`config.mk`:
```
export PLATFORM = sky130hd
export DESIGN_NAME = pees_sermul
export DESIGN_NICKNAME = d
export VERILOG_FILES = /design/src/pees_pkg.sv /design/src/pees_sermul.sv
export SDC_FILE = /design/constraint.sdc
export NUM_CORES = 1
export LEC_CHECK = 0
export ABC_AREA = 0
export ABC_CLOCK_PERIOD_IN_PS = 12900
export BUFFER_PORTS_ARGS = -buffer_cell sky130_fd_sc_hd__buf_2
export CAP_MARGIN = 40
export CORE_MARGIN = 3
export CORE_UTILIZATION = 60
export DETAILED_ROUTE_END_ITERATION = 10
export PLACE_DENSITY_LB_ADDON = 0.2
export SLEW_MARGIN = 30
export SYNTH_ARGS = -nofsm -noshare
export SYNTH_HDL_FRONTEND = slang
export SYNTH_SLANG_ARGS = --single-unit
```
`constraint.sdc`:
```
create_clock -name clk -period 12.9 [get_ports clk]
set_input_delay 1.29 -clock clk [delete_from_list [all_inputs] [get_ports clk]]
set_output_delay 1.29 -clock clk [all_outputs]
set_load 0.1 [all_outputs]
```
`src/pees_pkg.sv`:
```
// ----------------------------------------------------------------------------
// pees_pkg
// Widths and shared types for the particle energy and enstrophy core.
// ----------------------------------------------------------------------------
package pees_pkg;
  localparam int FracBits = 16;
  localparam int InW      = 32;
  localparam int SqW      = 64;   // sum of three squares fits 64 bits
  localparam int CubeW    = 96;   // s cubed
  localparam int ProdW    = SqW + CubeW;
  localparam int NumW     = SqW + FracBits + 32;
  localparam int QuoW     = NumW;
  localparam int OutW     = 64;
  localparam int EShift   = 5 * FracBits - 31;
  localparam int CntW     = 8;

  // Control bundle from the sequencer to the serial multiplier.
  typedef struct packed {
    logic start;
    logic busy;
  } pees_ctl_t;

  // Magnitude of a signed 32-bit value, 2^31 exact.
  function automatic logic [InW-1:0] mag32(input logic [InW-1:0] v);
    mag32 = v[InW-1] ? (~v + 1'b1) : v;
  endfunction
endpackage

```
`src/pees_sermul.sv`:
```
// ----------------------------------------------------------------------------
// pees_sermul
// Shift-and-add multiplier: one multiplier bit per cycle over the 64-bit multiplier.
// ----------------------------------------------------------------------------
module pees_sermul (
  input  logic                       clk,
  input  logic                       rst,
  input  pees_pkg::pees_ctl_t        ctl,
  input  logic [pees_pkg::SqW-1:0]   mul_a,
  input  logic [pees_pkg::CubeW-1:0] mul_b,
  output logic [pees_pkg::ProdW-1:0] prod,
  output logic                       done
);
  import pees_pkg::*;

  logic [SqW-1:0]   a_sh;
  logic [ProdW-1:0] b_sh;
  logic [6:0]       cnt;
  logic             run;

  // Each cycle adds the shifted multiplicand when the low multiplier bit is set.
  always_ff @(posedge clk) begin
    done <= 1'b0;
    if (rst) begin
      run <= 1'b0;
      cnt <= '0;
    end else if (ctl.start) begin
      run  <= 1'b1;
      cnt  <= '0;
      a_sh <= mul_a;
      b_sh <= ProdW'(mul_b);
      prod <= '0;
    end else if (run) begin
      if (a_sh[0]) prod <= prod + b_sh;
      a_sh <= a_sh >> 1;
      b_sh <= b_sh << 1;
      cnt  <= cnt + 7'd1;
      if (cnt == 7'(SqW - 1)) begin
        run  <= 1'b0;
        done <= 1'b1;
      end
    end
  end
endmodule

```
# Word level (Yosys, flattened, before mapping)
# Cells that the tools add are included.
# word_totals
ff_bits	393
in_bits	164
out_inout_bits	161
wordCells	28
# classes
addsub	2
eq_ne	1
n_mux	10
n_bitwise	2
n_reduce_logical	6
# ops
op	count
160-bit two-way mux	3
160-bit adder	1
64-bit two-way mux	2
96-bit two-way mux	1
7-bit by 1-bit adder with 7-bit output (second input constant)	1
7-bit by 6-bit equality test with 1-bit output (second input constant)	1
1-bit two-way mux	4
2-bit nonzero test	2
3-bit AND reduction	1
3-bit OR reduction	1
1-bit NOT	2
2-bit AND reduction	1
2-bit OR reduction	1

# Depth between registers and ports, before layout
# depth
word_depth	4
depth_mapped	12
mapped_depth_nobuf	12

# Worst setup path after synthesis
# No wires, ideal clock.
# synth_path
path_type	input to register
start	in ctl[1] (netlist name)
end	reg prod[0] (netlist name), enable pin
setup_time_ns	0.681
arrival_time_ns	8.794
t_required_ns	12.219
setup_slack_ns	3.424
cell_stages	5
path_buffers	3
cell_sequence	clkbuf_1 > clkbuf_1 > clkbuf_1 > nor2_1 > nor2_1
# synth_via
elab_chain_cells	2
elab_cells_between_ends	3
cone_classes	reduce/logical (3)
# synth_lines
element	line_no	rtl
from (decl)	pees_sermul.sv:8	input pees_pkg::pees_ctl_t ctl,
2-bit nonzero test (no line)	--	
3-bit AND reduction (no line) (*)	--	
to (signal assigned)	pees_sermul.sv:34	if (a_sh[0]) prod <= prod + b_sh;
to (decl)	pees_sermul.sv:11	output logic [pees_pkg::ProdW-1:0] prod,
# Every way passes the cells marked *; elsewhere a longest branch is shown, timed or not.
# A chain may end at the register's enable or synchronous reset.

# Worst setup path in the final report
# layout_path
start	reg b_sh[4]
end	reg prod[125] (netlist name), data pin
# layout_via
elab_chain_cells	3
# layout_lines
element	line_no	rtl
from (decl)	pees_sermul.sv:17	logic [ProdW-1:0] b_sh;
from (signal assigned)	pees_sermul.sv:31	b_sh <= ProdW'(mul_b);
from (signal assigned)	pees_sermul.sv:36	b_sh <= b_sh << 1;
160-bit adder	pees_sermul.sv:34	
160-bit two-way mux	pees_sermul.sv:34	
160-bit two-way mux	pees_sermul.sv:33	end else if (run) begin
# No other way between the ends. The select of a mux whose other input is x is not followed.

==> impl_metrics.csv <==
group,metric,value,unit
clocking,cts-buffers-inserted,43,
route,vias_per_cell,6.45,
sta,hold_viol_final,0,
power_and_ir_drop,power.leakage,0.0119,uW
cells_and_area,drive_gt1_frac,0.193,
power_and_ir_drop,p_total,4190,uW
floorplan,rows,77,
placement,pre_cts_slack,8.07,ns
setup_path,start_kind,"register",
global_routing,track_usage,0.343,
synthesis,syn_avg_cell_area,9.68,um2
sta,setup_viol,0,
setup_path,path_class,"reg2reg",
sta,worst-slew-pin-transition,0.961,ns
sta,period_share,0.356,
synthesis,synth_async_sr_flop_share,0,
synthesis,ys_seq_area_frac,0.432,
clocking,post_cts_buffers,0,
sta,final-max-slew-violation-count,0,
sta,min_period,4.59,ns
placement,place_area,0.0291,mm2
synthesis,yosys_warnings,0,
power_and_ir_drop,p_per_area,138,mW/mm2
setup_path,worst_r2r_path_depth,11,
sta,fin_setup_tns,0,ns
clocking,cts-root-buf,"clkbuf_16",
setup_path,crit_path_end_kind,"register",
cells_and_area,seq_area,0.0117,mm2
outcome,outcome,"completed",
synthesis,synth_top_area_share,0.426,
cells_and_area,finalNetCount,3365,
clocking,cts_max_path_buffers,3,
synthesis,synth_edf_count,384,
global_routing,grt_max_degree,95,
setup_path,path_max_fanout,5,
clocking,ctsResizeCount,0,
clocking,clkSlewWorstSetupHoldPaths,0.06,ns
cells_and_area,final_cell_area,0.0305,mm2
clocking,clk_latency,0.59,ns
synthesis,synthTopCellsByArea,"edfxtp_1, ha_1, mux2_2",
floorplan,coreArea,0.0444,mm2
synthesis,ys.flop_type,"edfxtp_1",
cells_and_area,syn_to_final_growth,12.5,%
synthesis,syn_area,0.0271,mm2
setup_path,crit_required,13.22,ns
floorplan,die_w,218,um
cells_and_area,multi_input_comb_area,0.0145,mm2
sta,relSlewSlack,0.351,
route,ant_nets,0,
hold_path,hold_path_class,"reg2reg",
placement,hpwl,64.7,mm
clocking,htree_levels,2,
synthesis,yosysUniqueCellTypes,82,
route,drtIter0Drc,2703,
cells_and_area,fillers,3422,
synthesis,synth_cells,2797,
run,drv_cap,0,
sta,setup_ws,8.31,ns
sta,rsz0062_at_grt,"false",
synthesis,ys_seq_elements,393,
clocking,cts_tree,"done",
floorplan,start_util,0.610,
sta,fin_skew,0.0314,ns
sta,fmax,218,MHz
clocking,ctsHoldBuffers,0,
route,routed_wl,84.7,mm
synthesis,synthesis.nets,3122,
synthesis,yosys.area.top_type,"edfxtp_1",
floorplan,io_pins,325,
placement,place_congestion,0.965,
clocking,clock_sinks,393,
global_routing,grt_pass1_wl,129,mm
global_routing,grt_antenna_before_repair,1,
route,vias,23600,
floorplan,die_area,0.0477,mm2
cells_and_area,post-route-util,0.686,
setup_path,worstPathArrival,4.91,ns
power_and_ir_drop,peakVddDrop,0.000122,V
global_routing,grt_pass1_vias,22800,
global_routing,grt-ovfl-total,0,
route,drc,0,
hold_path,whs_path_depth,2,
route,firstDrtPassIters,6,
floorplan,die_h,218,um
placement,port-buffer-count,323,
route,wl_per_cell,23.1,um
## critical path: stages, from the launching register on
cell and delay, ns:
edfxtp_1 0.41, ha_1 0.42, o211ai_1 0.16, o211ai_1 0.31
a21oi_1 0.20, o41ai_2 0.73, o21a_1 0.33, o21ai_1 0.18
nand3_1 0.43, a21boi_1 0.27, o21ai_0 0.48, mux2_2 0.39
## cell usage in the layout (no fill, tap or decap), drive strengths merged, types with 20 or more instances in the layout
cell    instances
a21o           82
inv            77
nand3          38
edfxtp        384
mux2          181
or3            24
nand2         208
nand4         104
o21a           28
nor3           69
o21ai         175
buf           344
xor2           41
o21bai         62
a21oi         300
a21boi         20
nor2          301
clkbuf         55
ha            160
nor2b          91
xnor2          75
## metal layers
layer	share of wire	global-route usage
met4	0.038	0.118
met3	0.077	0.0562
met1	0.42	0.463
met5	0	0
met2	0.47	0.565
## cells by family after synthesis
logic type | share of synthesized area
adders and majority gates | 0.0747
DFF | 0.432
xor gates and xnor gates | 0.0375
muxes | 0.0765
buffers and inverters | 0.0323
AOI/OAI and AO/OA | 0.182
and+or+nand+nor | 0.165
## per-stage QoR
stage / hold slack (ns) / instances
after CTS: 0.510 / 3659
final: 0.517 / 3663
after detailed placement: 0.491 / 3584
after floorplan: 0.458 / 2797
after global routing: 0.565 / 3663
after global placement: 0.466 / 3580
## synthesized netlist by cell type (69+ instances only)
cell        n
edfxtp_1  384
nor2_1    301
a21oi_1   298
nand2_1   208
ha_1      160
mux2_2    160
o21ai_0   148
clkbuf_1  119
nand4_1   103
nor2b_1    91
a21o_1     82
xnor2_1    75
inv_1      74
nor3_1     69
## report_power, final
part           switching (uW)  total (uW)  leakage (uW)  internal [uW]
Clock                     529        1180      0.000624            656
Combinational             999        1410       0.00753            414
Sequential               57.2        1590       0.00376           1540
## path summary, 6_finish.rpt
path,start,end,slack [ns]
max,b_sh[4]$_DFFE_PP_,prod[125]$_SDFFCE_PP0P_,8.31
min,cnt[5]$_SDFFE_PP0P_,cnt[5]$_SDFFE_PP0P_,0.52
max reg2reg,b_sh[4]$_DFFE_PP_,prod[125]$_SDFFCE_PP0P_,8.31
min reg2reg,cnt[5]$_SDFFE_PP0P_,cnt[5]$_SDFFE_PP0P_,0.52
## cell type report
class | instances | area share
clock inverters | 20 | 0.00587
repair buffers | 345 | 0.0626
multi-input cells | 2181 | 0.476
diodes | 1 | 0.0000821
clock buffers | 55 | 0.0368
well taps | 592 | 0.0243
inverters | 76 | 0.00961
flip-flops and latches | 393 | 0.384
## registers in the layout, indices dropped and copies added, names as in the netlist
name and count:
cnt 7, b_sh 160, done 1, a_sh 64
prod 160, run 1
No activity file was read; power rests on OpenSTA's default activity.
