$ cat src/pees_pkg.sv
// ----------------------------------------------------------------------------
// pees_pkg
// Widths and shared types for the particle energy and enstrophy core.
// ----------------------------------------------------------------------------
package pees_pkg;
  localparam int FracBits = 16;
  localparam int InW      = 32;
  localparam int SqW      = 64;   // sum of three squares fits 64 bits
  localparam int CubeW    = 96;   // s cubed
  localparam int ProdW    = SqW + CubeW;
  localparam int NumW     = SqW + FracBits + 32;
  localparam int QuoW     = NumW;
  localparam int OutW     = 64;
  localparam int EShift   = 5 * FracBits - 31;
  localparam int CntW     = 8;

  // Control bundle from the sequencer to the serial multiplier.
  typedef struct packed {
    logic start;
    logic busy;
  } pees_ctl_t;

  // Magnitude of a signed 32-bit value, 2^31 exact.
  function automatic logic [InW-1:0] mag32(input logic [InW-1:0] v);
    mag32 = v[InW-1] ? (~v + 1'b1) : v;
  endfunction
endpackage

$ cat src/pees_serdiv.sv
// ----------------------------------------------------------------------------
// pees_serdiv
// Restoring divider: one quotient bit per cycle, low bits only kept wide
// enough to detect overflow of the 64-bit result.
// ----------------------------------------------------------------------------
module pees_serdiv (
  input  logic                       clk,
  input  logic                       rst,
  input  logic                       start,
  input  logic [pees_pkg::NumW-1:0]  num,
  input  logic [pees_pkg::CubeW-1:0] den,
  output logic [pees_pkg::OutW-1:0]  quo,
  output logic                       ovf,
  output logic                       done
);
  import pees_pkg::*;

  logic [NumW-1:0]  n_sh;
  logic [CubeW:0]   rem;
  logic [CubeW:0]   trial;
  logic [7:0]       cnt;
  logic             run;

  assign trial = {rem[CubeW-1:0], n_sh[NumW-1]};

  // Shift in one numerator bit, subtract the divisor when it fits.
  always_ff @(posedge clk) begin
    done <= 1'b0;
    if (rst) begin
      run <= 1'b0;
      cnt <= '0;
    end else if (start) begin
      run  <= 1'b1;
      cnt  <= '0;
      n_sh <= num;
      rem  <= '0;
      quo  <= '0;
      ovf  <= 1'b0;
    end else if (run) begin
      n_sh <= n_sh << 1;
      if (trial >= {1'b0, den}) begin
        rem <= trial - {1'b0, den};
        if (quo[OutW-1]) ovf <= 1'b1;
        quo <= {quo[OutW-2:0], 1'b1};
      end else begin
        rem <= trial;
        if (quo[OutW-1]) ovf <= 1'b1;
        quo <= {quo[OutW-2:0], 1'b0};
      end
      cnt <= cnt + 8'd1;
      if (cnt == 8'(NumW - 1)) begin
        run  <= 1'b0;
        done <= 1'b1;
      end
    end
  end
endmodule

$ cat config.mk
export PLATFORM = sky130hd
export DESIGN_NAME = pees_serdiv
export DESIGN_NICKNAME = d
export VERILOG_FILES = /design/src/pees_pkg.sv /design/src/pees_serdiv.sv
export SDC_FILE = /design/constraint.sdc
export NUM_CORES = 1
export LEC_CHECK = 0
export CAP_MARGIN = 15
export CORE_MARGIN = 2
export CORE_UTILIZATION = 30
export CTS_CLUSTER_SIZE = 16
export DETAILED_ROUTE_END_ITERATION = 12
export DONT_BUFFER_PORTS = 1
export SLEW_MARGIN = 20
export SYNTH_ARGS = -nofsm -noshare
export SYNTH_HDL_FRONTEND = slang
export SYNTH_SLANG_ARGS = --single-unit
$ cat constraint.sdc
create_clock -name clk -period 9.83 [get_ports clk]
set_clock_uncertainty 0.05 [all_clocks]
set_input_delay 1.4745 -clock clk [delete_from_list [all_inputs] [get_ports clk]]
set_output_delay 1.4745 -clock clk [all_outputs]
set_load 0.01 [all_outputs]
=== After elaboration in Yosys (flattened, before gate mapping) ===
Cells that the tools add are included.

* Add/subtract/negate cells: 2
* Eq/ne operators: 1
* Order comparisons: 1
* Multiplexer cells: 12
* Reductions and logical operators: 6
* Bitwise operators: 2

{| class="wikitable"
|+ Operator list
! kind !! number
|-
| $mux 112 || 2
|-
| $mux 96 || 2
|-
| $ge 97x96->1 || 1
|-
| $sub 96x96->96 || 1
|-
| $mux 64 || 1
|-
| $add 8x1->8 const B || 1
|-
| $eq 8x7->1 const B || 1
|-
| $mux 1 || 7
|-
| $reduce_bool 2->1 || 2
|-
| $reduce_and 3->1 || 1
|-
| $reduce_or 3->1 || 1
|-
| $not 1->1 || 2
|-
| $reduce_and 2->1 || 1
|-
| $reduce_or 2->1 || 1
|}

* Output and inout bits: 66
* Word-level logic and storage cells: 31
* Flip-flop bits (word level): 283

=== Logic depth before layout (Yosys ltp) ===
* Word-level depth: 4
* Gate-level depth with buffers: 16
* Mapped depth without buffers: 15

=== Least setup slack after synthesis ===
OpenSTA, ideal clock, no wires.

* Path kind: input port to flip-flop
* Start point: in start
* End point: reg n_sh[0], enable pin
* Data arrival time: 7.504 ns
* Library setup time: 0.623 ns
* Stages: 5
* Path slack: 1.653 ns
* Buffers on the path: 2
* Cell sequence: clkbuf_1 > clkbuf_1 > nor2_1 > or2_2 > inv_1

* Cells in the longest elaborated chain, start to end: 2

{| class="wikitable"
|+ Ends and longest elaborated chain
! item !! line !! source
|-
| from (decl) || pees_serdiv.sv:9 || <nowiki>input logic start,</nowiki>
|-
| $reduce_bool 2->1 (no source line) || - ||
|-
| $reduce_and 2->1 (no source line) || - ||
|-
| to (signal assigned) || pees_serdiv.sv:35 || <nowiki>n_sh <= num;</nowiki>
|-
| to (signal assigned) || pees_serdiv.sv:40 || <nowiki>n_sh <= n_sh << 1;</nowiki>
|-
| to (decl) || pees_serdiv.sv:18 || <nowiki>logic [NumW-1:0] n_sh;</nowiki>
|}

No other way between the ends.
A chain may end at the register's enable or synchronous reset.

=== Worst setup path in the final report ===
* Start point: in den[26] in the netlist's numbering
* End point: reg rem[27], data pin

* Cells in the longest elaborated chain, start to end: 3

{| class="wikitable"
|+ Ends and longest elaborated chain
! item !! line !! source
|-
| from (decl) || pees_serdiv.sv:11 || <nowiki>input logic [pees_pkg::CubeW-1:0] den,</nowiki>
|-
| $sub 96x96->96 or $ge 97x96->1 (tied branches) || pees_serdiv.sv:42, pees_serdiv.sv:41 ||
|-
| $mux 96 * || pees_serdiv.sv:41 || <nowiki>if (trial >= {1'b0, den}) begin</nowiki>
|-
| $mux 96 * || pees_serdiv.sv:39 || <nowiki>end else if (run) begin</nowiki>
|-
| to (signal assigned) || pees_serdiv.sv:42 || <nowiki>rem <= trial - {1'b0, den};</nowiki>
|-
| to (signal assigned) || pees_serdiv.sv:46 || <nowiki>rem <= trial;</nowiki>
|-
| to (decl) || pees_serdiv.sv:19 || <nowiki>logic [CubeW:0] rem;</nowiki>
|}

Mark *: on every way between the ends. The rest lies on a longest branch, timed or not. The select of a mux whose other input is x is not followed.

==> run_results.csv <==
group,metric,value,unit
outcome,status,"finished, final reports clean",
cts,post_cts_resized,0,
setup_path,crit_start,"den[26]",
power_and_ir_drop,ir_worst_vdd,0.1526,mV
detailed_routing,drc,0,
cts,post_cts_buffers,0,
final_layout,drive_gt1_share,10.82,%
timing,hold_viol_final,0,
timing,finalWorstSetupSlack,4.458,ns
setup_path,r2r_end,"rem[27]",
cts,cts_buffers,36,
global_route,grt_max_degree,276,
timing,relSlewSlack,31.93,%
timing,setup_viol,0,
min_path,hold_class,"reg -> reg",
setup_path,cp-start-kind,"primary input",
detailed_routing,num_vias,13630,
setup_path,crit_required,10.14,ns
power_and_ir_drop,p_leak,0.007646,uW
final_layout,post-route-util,33.13,%
die,dieWidth,250.9,um
logic_synthesis,synthCells,1865,
global_route,antenna_found_initial,21,
place,dp_cells,2547,
timing,holdWs,0.4674,ns
timing,tns,0,ns
global_route,grt.overflow.total,0,
setup_path,slowest_delay,0.73,ns
die,io_pins,277,
final_layout,fillers,6184,
setup_path,crit_type,"in -> reg",
logic_synthesis,avgSynthCellArea,9.808,um2
timing,final-max-slew-violation-count,0,
cts,cts_tree,"built",
timing,worst_pin_slew,1.021,ns
cts,cts.clk_slew.worst_paths,0.06,ns
final_layout,layout_common_cells,"edfxtp_1 (273), nand2_1 (260), a21oi_1 (214)",
logic_synthesis,ys_ff_latch,283,
setup_path,cp_cell_sequence,"inv_1 > ha_1 > nand4_2 > or4_4 > o31ai_4 > a41oi_4 > o21ai_4 > a31oi_4 > o21ai_4 > buf_4 > nand2_1 > a21oi_1",
place,place_congestion,0.9178,
final_layout,syn2layout_area_growth,9.330,%
place,dpl.hpwl,37470,um
cts,cts.sinks,283,
die,rows,90,
timing,fmax,186.2,MHz
timing,rsz0062_at_grt,"false",
final_layout,final_common_cell,"edfxtp_1",
setup_path,r2r-start,"rem[8]",
min_path,holdPathEnd,"cnt[6]",
die,die_h,250.9,um
cts,cts_max_level,2,
detailed_routing,drtIter0Drc,898,
die,start_util,30.31,%
final_layout,fin_nets,2113,
setup_path,regToRegSetupSlack,5.02,ns
cts,clockRootBuffer,"clkbuf_16",
logic_synthesis,synth.distinct_cells,79,
setup_path,worstPathMaxFanout,73,
timing,period_minus_slack,5.372,ns
global_route,met2_usage,26.17,%
global_route,grt_pass1_wl,77450,um
cts,clock_latency,0.55,ns
place,pre_cts_ws,3.886,ns
final_layout,fin_cells,2620,
die,die-area,62970,um2
detailed_routing,finalWirelength,50520,um
logic_synthesis,synthFlopType,"edfxtp_1",
cts,cts.path.max_buffers,3,
logic_synthesis,yosys_warnings,0,
timing,finalCritPeriodShare,54.65,%
logic_synthesis,synth_edf_count,273,
run,maxCapViolCount,0,
detailed_routing,ant_nets,0,
global_route,grt_use_total,15.59,%
global_route,grt_use_met3,5.871,%
setup_path,rr_worst_depth,13,
setup_path,slowest_stage,"buf_4",
power_and_ir_drop,p_per_area,181.9,nW/um2
die,core_area,60360,um2
global_route,first_global_vias,13490,
detailed_routing,via_per_inst,5.203,
setup_path,worstPathArrival,5.68,ns
logic_synthesis,synth-async-reset-ratio,0,%
global_route,grt_use_met1,18.82,%
cts,cts_hold_buf,0,
min_path,worstHoldStart,"cnt[6]",
logic_synthesis,synth_seq_area_share,45.91,%
global_route,top_usage_layer,"met2",
setup_path,path_common_cell,"o21ai_4",
logic_synthesis,syn_area,18290,um2
detailed_routing,wl_per_cell,19.28,um
min_path,hold-path-cell-count,2,
setup_path,end_kind,"register",
place,port_buffers,0,
logic_synthesis,synth_nets,2174,
detailed_routing,first_pass_iters,5,
[worst max-delay path by stage]
stage	to	slack, ns	cells after the start
2_1_floorplan	n_sh[0]	1.65	5
3_3_place_gp	rem[27]	4.01	12
3_5_place_dp	rem[27]	3.89	12
4_1_cts	rem[27]	4.47	12
5_1_grt	rem[10]	4.16	14
6_report	rem[27]	4.46	12
[registers in the layout, indices dropped and copies added, names as in the netlist]
signal / cells
rem: 96
run: 1
ovf: 1
done: 1
quo: 64
cnt: 8
n_sh: 112
[critical path: cells and delay by family]
family / cells / cell delay [ns]
compound gates: 6 / 1.98
simple gates: 3 / 0.84
buf+inv: 2 / 0.79
fa+ha+maj: 1 / 0.47
[cells in the mapped netlist, types with 3 or more instances]
library cell / instances / area (um2)
nor2_1: 89 / 334.1
a21oi_1: 214 / 1071
buf_4: 7 / 52.55
and2_1: 13 / 81.33
or3_1: 8 / 50.05
o22ai_1: 3 / 18.77
a31oi_1: 12 / 75.07
o21a_1: 14 / 105.1
edfxtp_1: 273 / 8198
xor2_1: 40 / 350.3
dfxtp_1: 10 / 200.2
a21boi_0: 7 / 52.55
nand2b_1: 9 / 56.30
buf_6: 5 / 56.30
o21ai_0: 74 / 370.4
nor2b_1: 73 / 456.7
nor4_1: 9 / 56.30
nor3_1: 19 / 95.09
a41oi_1: 3 / 26.28
buf_2: 25 / 125.1
inv_1: 135 / 506.7
mux2_2: 111 / 1250
a21o_1: 41 / 307.8
nand3_1: 22 / 110.1
clkbuf_1: 64 / 240.2
o31ai_1: 3 / 22.52
xnor2_1: 54 / 473.0
ha_1: 97 / 1214
and4_1: 3 / 26.28
o211ai_1: 3 / 22.52
o21bai_1: 24 / 180.2
o2111ai_1: 4 / 35.03
a211oi_1: 14 / 105.1
o21ai_1: 5 / 25.02
and3_1: 12 / 75.07
nand2_1: 260 / 975.9
nand4_1: 47 / 294.0
or2_2: 7 / 43.79
[kinds of logic (layout without fill, tap and decap cells)]
logic type	count (synthesis)	after routing	synth area share, %
AO/OA/AOI/OAI	457	457	15.43
XOR/XNOR	94	94	4.501
adder cells (fa/ha/maj)	98	98	6.744
buffers and inverters	239	204	5.431
flip-flops	283	283	45.91
multiplexers	113	113	6.943
other	0	8	0
AND/OR/NAND/NOR	581	581	15.04
[through the flow]
stage | power [uW] | instance area [um2]
3_5_place_dp | 2389 | 18830
4_1_cts | 3680 | 19950
3_3_place_gp | 2380 | 18830
6_report | 3638 | 20000
5_1_grt | 3832 | 19990
2_1_floorplan | 2227 | 18290
[where the power goes]
part	switching (uW)	internal (uW)
clock network	541	723
registers	52.9	1450
logic	531	341
total	1120	2510
[final cells by class]
| class | count | area [um2] | share of cell area, % |
|---|---|---|---|
| Clock inverter | 14 | 117.6 | 0.5881 |
| Antenna cell | 8 | 20.02 | 0.1001 |
| Timing Repair Buffer | 5 | 57.56 | 0.2878 |
| Sequential cell | 283 | 8398 | 41.99 |
| Tap cell | 782 | 978.4 | 4.892 |
| Clock buffer | 50 | 1003 | 5.018 |
| Multi-Input combinational cell | 1343 | 8910 | 44.55 |
| Inverter | 135 | 514.2 | 2.571 |
[per-layer routing]
metal	vias to the layer above	routed length, um
li1	6564	-
met1	6495	21020
met2	462	23790
met3	84	4453
met4	26	1067
met5	-	181
(Power assumes the default switching activity.)
